<file path="src/rtl/ecfr_pkg.sv">
// Package for the escaped command frame receiver.
// Frame delimiters, escape codes, status codes and configuration defaults.
// No dependencies.
`default_nettype none

package ecfr_pkg;

    // Frame delimiters and escape handling
    localparam logic [7:0] START_BYTE = 8'h7E;
    localparam logic [7:0] END_BYTE   = 8'h7F;
    localparam logic [7:0] ESC_BYTE   = 8'h7D;
    localparam logic [7:0] ESC_TO_7E  = 8'h5E;
    localparam logic [7:0] ESC_TO_7F  = 8'h5F;
    localparam logic [7:0] ESC_TO_7D  = 8'h5D;

    // Configuration
    localparam int          CFG_W            = 5;
    localparam int          MAX_COUNT_DEF    = 31;
    localparam logic [CFG_W-1:0] MIN_LEN_RESET = 5'd6;
    localparam logic [CFG_W-1:0] MAX_LEN_RESET = 5'd9;

    localparam logic CFG_MIN_LEN = 1'b0;
    localparam logic CFG_MAX_LEN = 1'b1;

    // Payload bytes kept per frame
    localparam int PAY_N = 4;

    typedef enum logic [2:0] {
        ST_OK         = 3'd0,
        ST_BAD_LEN    = 3'd1,
        ST_BAD_DELIM  = 3'd2,
        ST_BAD_ESC    = 3'd3,
        ST_TOO_FEW    = 3'd4,
        ST_BAD_CHKSUM = 3'd5
    } status_t;

endpackage

`default_nettype wire

</file>
<file path="src/rtl/escaped_command_frame_receiver_top.sv">
// Escaped command frame receiver: unstuffs a byte stream and reports each frame.
// Depends on ecfr_pkg.
// A frame's registered result appears in the cycle after its end-of-frame beat.
// Throughput: one byte beat per cycle unless a stalled result holds s_ready low;
// the per-byte state update is a single pass. Reset: aresetn (synchronous, active
// low) clears frame state, limits to 6 and 9, and drops any pending result.
`default_nettype none

module escaped_command_frame_receiver_top #(
    parameter int MAX_COUNT = ecfr_pkg::MAX_COUNT_DEF
) (
    input  wire logic                        aclk,
    input  wire logic                        aresetn,

    // configuration write port
    input  wire logic                        cfg_wr_en,
    input  wire logic                        cfg_index,
    input  wire logic [ecfr_pkg::CFG_W-1:0]  cfg_data,

    // raw byte stream
    input  wire logic                        s_valid,
    output      logic                        s_ready,
    input  wire logic [7:0]                  s_rx_byte,
    input  wire logic                        s_end_of_frame,

    // frame result
    output      logic                        m_valid,
    input  wire logic                        m_ready,
    output      logic [2:0]                  m_status,
    output      logic [7:0]                  m_command_code,
    output      logic [7:0]                  m_command_arg,
    output      logic [7:0]                  m_extra_byte,
    output      logic [7:0]                  m_check_byte
);
    import ecfr_pkg::*;

    // raw count saturates at MAX_COUNT
    localparam int CNT_W = $clog2(MAX_COUNT + 1);
    // common width for comparing the count against the limits
    localparam int CMP_W = (CNT_W > CFG_W) ? CNT_W : CFG_W;
    localparam logic [CNT_W-1:0] CNT_MAX = CNT_W'(MAX_COUNT);

    // limit registers
    logic [CFG_W-1:0] min_len_reg, max_len_reg;

    // per-frame state
    logic [CNT_W-1:0] raw_count_reg,      raw_count_next;
    logic [7:0]       held_byte_reg,      held_byte_next;
    logic             esc_pending_reg,    esc_pending_next;
    logic             start_ok_reg,       start_ok_next;
    logic             esc_fault_reg,      esc_fault_next;
    logic [2:0]       dec_count_reg,      dec_count_next;
    logic [7:0]       payload_reg [PAY_N], payload_next [PAY_N];

    // result register
    logic             m_valid_reg;
    status_t          status_reg,         status_next;
    logic [7:0]       res_reg [PAY_N];

    logic             s_beat;
    logic             m_beat;

    // Output register: a new byte is taken whenever the result slot is free
    // or being emptied in this same cycle.
    assign s_ready = !m_valid_reg || m_ready;
    assign s_beat  = s_valid && s_ready;
    assign m_beat  = m_valid_reg && m_ready;

    // Next frame state and verdict for the current beat. The byte held from
    // the previous beat is decoded only once a further byte proves it interior.
    always_comb begin
        logic       keep;
        logic [7:0] keep_val;
        logic [7:0] sum;
        logic       fault_at_end;
        logic [CMP_W-1:0] cnt_w, min_w, max_w;

        keep     = 1'b0;
        keep_val = held_byte_reg;

        raw_count_next   = raw_count_reg;
        held_byte_next   = held_byte_reg;
        esc_pending_next = esc_pending_reg;
        start_ok_next    = start_ok_reg;
        esc_fault_next   = esc_fault_reg;
        dec_count_next   = dec_count_reg;
        for (int i = 0; i < PAY_N; i++) begin
            payload_next[i] = payload_reg[i];
        end
        status_next = ST_OK;

        if (raw_count_reg == '0) begin
            start_ok_next = (s_rx_byte == START_BYTE);
        end else if (raw_count_reg >= CNT_W'(2)) begin
            if (!esc_fault_reg) begin
                if (esc_pending_reg) begin
                    esc_pending_next = 1'b0;
                    case (held_byte_reg)
                        ESC_TO_7E: begin keep = 1'b1; keep_val = START_BYTE; end
                        ESC_TO_7F: begin keep = 1'b1; keep_val = END_BYTE;   end
                        ESC_TO_7D: begin keep = 1'b1; keep_val = ESC_BYTE;   end
                        default:   esc_fault_next = 1'b1;
                    endcase
                end else if (held_byte_reg == ESC_BYTE) begin
                    esc_pending_next = 1'b1;
                end else begin
                    keep = 1'b1;
                end
            end
        end

        if (keep && dec_count_reg < 3'(PAY_N)) begin
            payload_next[dec_count_reg[1:0]] = keep_val;
            dec_count_next = dec_count_reg + 3'd1;
        end

        if (raw_count_reg != CNT_MAX) begin
            raw_count_next = raw_count_reg + CNT_W'(1);
        end
        held_byte_next = s_rx_byte;

        // An escape left open at the closing byte is a fault; verdict only,
        // the stored fault flag is untouched on interior beats.
        fault_at_end = esc_fault_next || esc_pending_next;

        sum   = payload_next[0] + payload_next[1] + payload_next[2];
        cnt_w = CMP_W'(raw_count_next);
        min_w = CMP_W'(min_len_reg);
        max_w = CMP_W'(max_len_reg);

        if (cnt_w < min_w || cnt_w > max_w) begin
            status_next = ST_BAD_LEN;
        end else if (!start_ok_next || s_rx_byte != END_BYTE) begin
            status_next = ST_BAD_DELIM;
        end else if (fault_at_end) begin
            status_next = ST_BAD_ESC;
        end else if (dec_count_next < 3'(PAY_N)) begin
            status_next = ST_TOO_FEW;
        end else if (payload_next[3] != sum) begin
            status_next = ST_BAD_CHKSUM;
        end else begin
            status_next = ST_OK;
        end
    end

    // limit registers
    always_ff @(posedge aclk) begin
        if (!aresetn) begin
            min_len_reg <= MIN_LEN_RESET;
            max_len_reg <= MAX_LEN_RESET;
        end else if (cfg_wr_en) begin
            case (cfg_index)
                CFG_MIN_LEN: min_len_reg <= cfg_data;
                CFG_MAX_LEN: max_len_reg <= cfg_data;
                default:     ;
            endcase
        end
    end

    // frame state: cleared on reset and after every end-of-frame beat
    always_ff @(posedge aclk) begin
        if (!aresetn || (s_beat && s_end_of_frame)) begin
            raw_count_reg   <= '0;
            held_byte_reg   <= '0;
            esc_pending_reg <= 1'b0;
            start_ok_reg    <= 1'b0;
            esc_fault_reg   <= 1'b0;
            dec_count_reg   <= '0;
            for (int i = 0; i < PAY_N; i++) begin
                payload_reg[i] <= '0;
            end
        end else if (s_beat) begin
            raw_count_reg   <= raw_count_next;
            held_byte_reg   <= held_byte_next;
            esc_pending_reg <= esc_pending_next;
            start_ok_reg    <= start_ok_next;
            esc_fault_reg   <= esc_fault_next;
            dec_count_reg   <= dec_count_next;
            for (int i = 0; i < PAY_N; i++) begin
                payload_reg[i] <= payload_next[i];
            end
        end
    end

    // result valid
    always_ff @(posedge aclk) begin
        if (!aresetn) begin
            m_valid_reg <= 1'b0;
        end else if (s_beat && s_end_of_frame) begin
            m_valid_reg <= 1'b1;
        end else if (m_beat) begin
            m_valid_reg <= 1'b0;
        end
    end

    // result payload, loaded only when the slot is free or being emptied
    always_ff @(posedge aclk) begin
        if (s_beat && s_end_of_frame) begin
            status_reg <= status_next;
            for (int i = 0; i < PAY_N; i++) begin
                res_reg[i] <= payload_next[i];
            end
        end
    end

    assign m_valid        = m_valid_reg;
    assign m_status       = status_reg;
    assign m_command_code = res_reg[0];
    assign m_command_arg  = res_reg[1];
    assign m_extra_byte   = res_reg[2];
    assign m_check_byte   = res_reg[3];

endmodule

`default_nettype wire

</file>
<file path="config.mk">
export PLATFORM = sky130hd
export DESIGN_NAME = escaped_command_frame_receiver_top
export DESIGN_NICKNAME = d
export VERILOG_FILES = /design/src/rtl/ecfr_pkg.sv /design/src/rtl/escaped_command_frame_receiver_top.sv
export SDC_FILE = /design/constraint.sdc
export NUM_CORES = 1
export LEC_CHECK = 0
export BUFFER_PORTS_ARGS = -buffer_cell sky130_fd_sc_hd__clkbuf_2
export CELL_PAD_IN_SITES_DETAIL_PLACEMENT = 0
export CELL_PAD_IN_SITES_GLOBAL_PLACEMENT = 2
export CORE_UTILIZATION = 39
export DETAILED_ROUTE_END_ITERATION = 7
export GPL_TIMING_DRIVEN = 0
export MAX_ROUTING_LAYER = met4
export PLACE_DENSITY_LB_ADDON = 0.1
export SLEW_MARGIN = 15
export SYNTH_ARGS = -nofsm -noshare
export SYNTH_HDL_FRONTEND = slang
export SYNTH_SLANG_ARGS = --single-unit
</file>
<file path="constraint.sdc">
create_clock -name aclk -period 5 [get_ports aclk]
set_input_delay 1 -clock aclk [delete_from_list [all_inputs] [get_ports aclk]]
set_output_delay 1 -clock aclk [all_outputs]
set_load 0.02 [all_outputs]
</file>
==> results.sh <==
export IMPL_status="finished clean"
export IMPL_cp_required_ps=5160
export IMPL_synth_top_cells_by_area="edfxtp_1 (41%), dfxtp_1 (12%), ha_1 (5.6%)"
export IMPL_start_kind="flop"
export IMPL_synth_top_cell_by_area="edfxtp_1"
export IMPL_setup_viol=0
export IMPL_drt_initial_drc_count=172
export IMPL_die_x_um=114
export IMPL_vias=3334
export IMPL_cp_slowest_stage_delay_ps=520
export IMPL_ir_drop_mv=0.145
export IMPL_dp_slack_ps=-120
export IMPL_synth_cell_types=55
export IMPL_grt_max_degree=35
export IMPL_clkPwrFrac_pct=36.5
export IMPL_die_area_mm2=0.0131
export IMPL_use_met2_pct=27.4
export IMPL_slew_violations=0
export IMPL_wire_per_inst_um=16.1
export IMPL_crit_path_top_delay_cell="fa_1"
export IMPL_start_util_pct=40.5
export IMPL_pwr_share_seq_pct=50.6
export IMPL_path_delay_family="simple AND/OR/NAND/NOR gates"
export IMPL_setup_ws_ps=223
export IMPL_h_tree_depth=3
export IMPL_finalCritPeriodShare_pct=95.5
export IMPL_worstPathArrival_ps=4930
export IMPL_area_growth_pct=18.0
export IMPL_dr_pass1_iters=5
export IMPL_gp_congestion=0.781
export IMPL_synthTopCellsByCount="edfxtp_1 (67), inv_1 (49), nand2_1 (32)"
export IMPL_io_buffers=56
export IMPL_vias_per_cell=4.95
export IMPL_grt_pass1_wl_um=17200
export IMPL_intPower_uw=1330
export IMPL_final_layout_size_suffix_gt1_share_pct=21.7
export IMPL_ant_nets=0
export IMPL_cts_buffer_depth=2
export IMPL_yosys_warnings=0
export IMPL_powerDensity_mw_per_mm2=310
export IMPL_fillCellCount=1144
export IMPL_crit_type="reg2reg"
export IMPL_cts_tree="built"
export IMPL_avgSynthCellArea_um2=11.4
export IMPL_coreArea_mm2=0.0122
export IMPL_hold_viol=0
export IMPL_drc=0
export IMPL_worst_path_buf_inv=3
export IMPL_crit_fanout=9
export IMPL_synthesis_nets=482
export IMPL_path_cells="nand2_2, or4_1, buf_2, and3_2, buf_8, nand2_8, mux2_2, fa_1, ha_1, inv_1, fa_1, nor2b_1, nor3_1, o21bai_1, a21oi_1, xnor2_1, xnor2_1, and3_1, a2111oi_2"
export IMPL_fin_tns_setup_ps=0
export IMPL_dpl_cell_area_mm2=0.00545
export IMPL_max_cap_violations=0
export IMPL_synth_cells=432
export IMPL_swShare_pct=26.2
export IMPL_ctsHoldBuffers=0
export IMPL_synth_cell_area_mm2=0.00493
export IMPL_met3_usage_pct=3.07
export IMPL_antenna_cells=0
export IMPL_grt_ovfl_total=0
export IMPL_synth_enable_flop_cells=67
export IMPL_power_frac_comb_pct=12.9
export IMPL_p_leak_uw=0.00258
export IMPL_grt_pass1_vias=3152
export IMPL_top_usage_layer="met2"
export IMPL_synth_flop_cell="edfxtp_1"
export IMPL_rows=40
export IMPL_synth_seq_area_share_pct=53.0
export IMPL_cts_buffers=9
export IMPL_gr_usage_met1_pct=25.3
export IMPL_die_h_um=114
export IMPL_root_buffer="clkbuf_16"
export IMPL_synth_most_common_cell="edfxtp_1"
export IMPL_dp_hpwl_um=7970
export IMPL_endpoint_kind="flop"
export IMPL_nets=551
export IMPL_tightest_slew_ps=776
export IMPL_skew_ps=5.87
export IMPL_io_pins=57
export IMPL_routed_wl_um=10900
export IMPL_fin_crit_ps=4780
export IMPL_maxClockFrequency_mhz=209
export IMPL_path_clk_slew_ps=70
export IMPL_antenna_found_initial=0
export IMPL_fin_area_mm2=0.00582
export IMPL_synth_top_cell_area_share_pct=40.8
export IMPL_power_uw=1800
export IMPL_synth_seq_cells=97
export IMPL_hp_class="reg2reg"
export IMPL_grt_use_total_pct=18.6
export IMPL_switching_power_uw=472
export IMPL_ys_async_sr_fraction_pct=0
export IMPL_clk_latency_ps=350
export IMPL_cts_sinks=97
export IMPL_slew_headroom_pct=48.2
==> cells by family (layout without fill, tap and decap cells) <==
group	count (synthesis)	in the layout	share of synthesized area, %
AO/OA/AOI/OAI	72	72	10.7
flip-flops	97	97	53.0
XOR/XNOR	19	19	3.38
adder cells (fa/ha/maj)	30	30	8.83
multiplexers	32	32	6.75
buffers and inverters	61	135	4.77
AND/OR/NAND/NOR	121	121	12.5
==> worst register-to-register path: cells and delay by family (launching register included) <==
kind                     cells  cell delay, ps
AND/OR/NAND/NOR              7            1410
adder cells (fa/ha/maj)      3            1080
AO/OA/AOI/OAI                3             570
flip-flops                   1             400
multiplexers                 1             390
buffers and inverters        3             390
XOR/XNOR                     2             330
==> final timing paths <==
| path | from | to | slack, ps | depth (start not counted) |
|---|---|---|---|---|
| hold reg to reg | max_len_reg[4] | max_len_reg[4] | 470 | 2 |
| hold / removal | max_len_reg[4] | max_len_reg[4] | 470 | 2 |
| setup / recovery | held_byte_reg[3] | m_status[2] | 220 | 19 |
| setup reg to reg | held_byte_reg[3] | m_status[2] | 220 | 19 |
==> layout by cell type (no fill, tap or decap), types with 3 or more instances in the layout <==
cell type | netlist | layout
inv_1 | 49 | 47
clkbuf_16 | 0 | 9
fa_1 | 8 | 8
a41oi_1 | 4 | 4
nor2b_1 | 8 | 8
mux2_2 | 10 | 9
o21a_1 | 3 | 3
a21boi_0 | 6 | 6
a221oi_1 | 3 | 3
a21oi_1 | 11 | 11
nand2b_1 | 3 | 3
edfxtp_1 | 67 | 67
dfxtp_4 | 0 | 4
nand2_1 | 32 | 32
o21ai_0 | 17 | 17
nor2_1 | 28 | 28
ha_1 | 22 | 22
xnor2_1 | 12 | 12
nand3_1 | 11 | 11
xor2_1 | 7 | 7
nand2_8 | 0 | 3
and2_1 | 16 | 16
clkbuf_1 | 9 | 11
mux2i_1 | 22 | 22
dfxtp_1 | 30 | 22
dfxtp_2 | 0 | 4
a22o_1 | 9 | 9
clkbuf_2 | 0 | 56
==> layer usage <==
metal	wire length (um)	up-vias
li1	-	1664
met1	5410	1594
met2	4950	67
met3	379	9
met4	121	0
met5	0	-
==> metrics by stage <==
stage               utilization [%]  hold WS, ps  cells
floorplan                         -          441    432
global placement               44.6          456    656
detailed placement             44.8          466    657
CTS                            47.3          475    673
global route                   47.8          490    674
finish                         47.8          469    674
==> layout make-up <==
class / instances / area (um^2) / area share (%)
multi-input combinational: 274 / 2140 / 36.8
clock buffer: 11 / 233 / 4.00
clock inverter: 5 / 41.3 / 0.710
tap: 168 / 210 / 3.61
inverter: 49 / 184 / 3.16
sequential: 97 / 2630 / 45.3
timing repair buffer: 58 / 315 / 5.42
buffer: 12 / 58.8 / 1.01
==> power groups by stage <==
stage | Sequential (uW) | Combinational (uW) | Clock, uW
2_1_floorplan | 944 | 148 | 0
3_3_place_gp | 931 | 228 | 0
3_5_place_dp | 931 | 233 | 0
4_1_cts | 914 | 235 | 671
5_1_grt | 916 | 260 | 701
6_report | 912 | 233 | 659
==> timing repair <==
action / CTS / global route
cloned: 0 / 0
setup endpoints to repair: 2 / 2
resized for setup: 8 / 16
pin swaps: 0 / 3
buffers inserted: 0 / 1
endpoints found under the hold margin: 0 / 0
No activity file was read; power rests on OpenSTA's default activity.
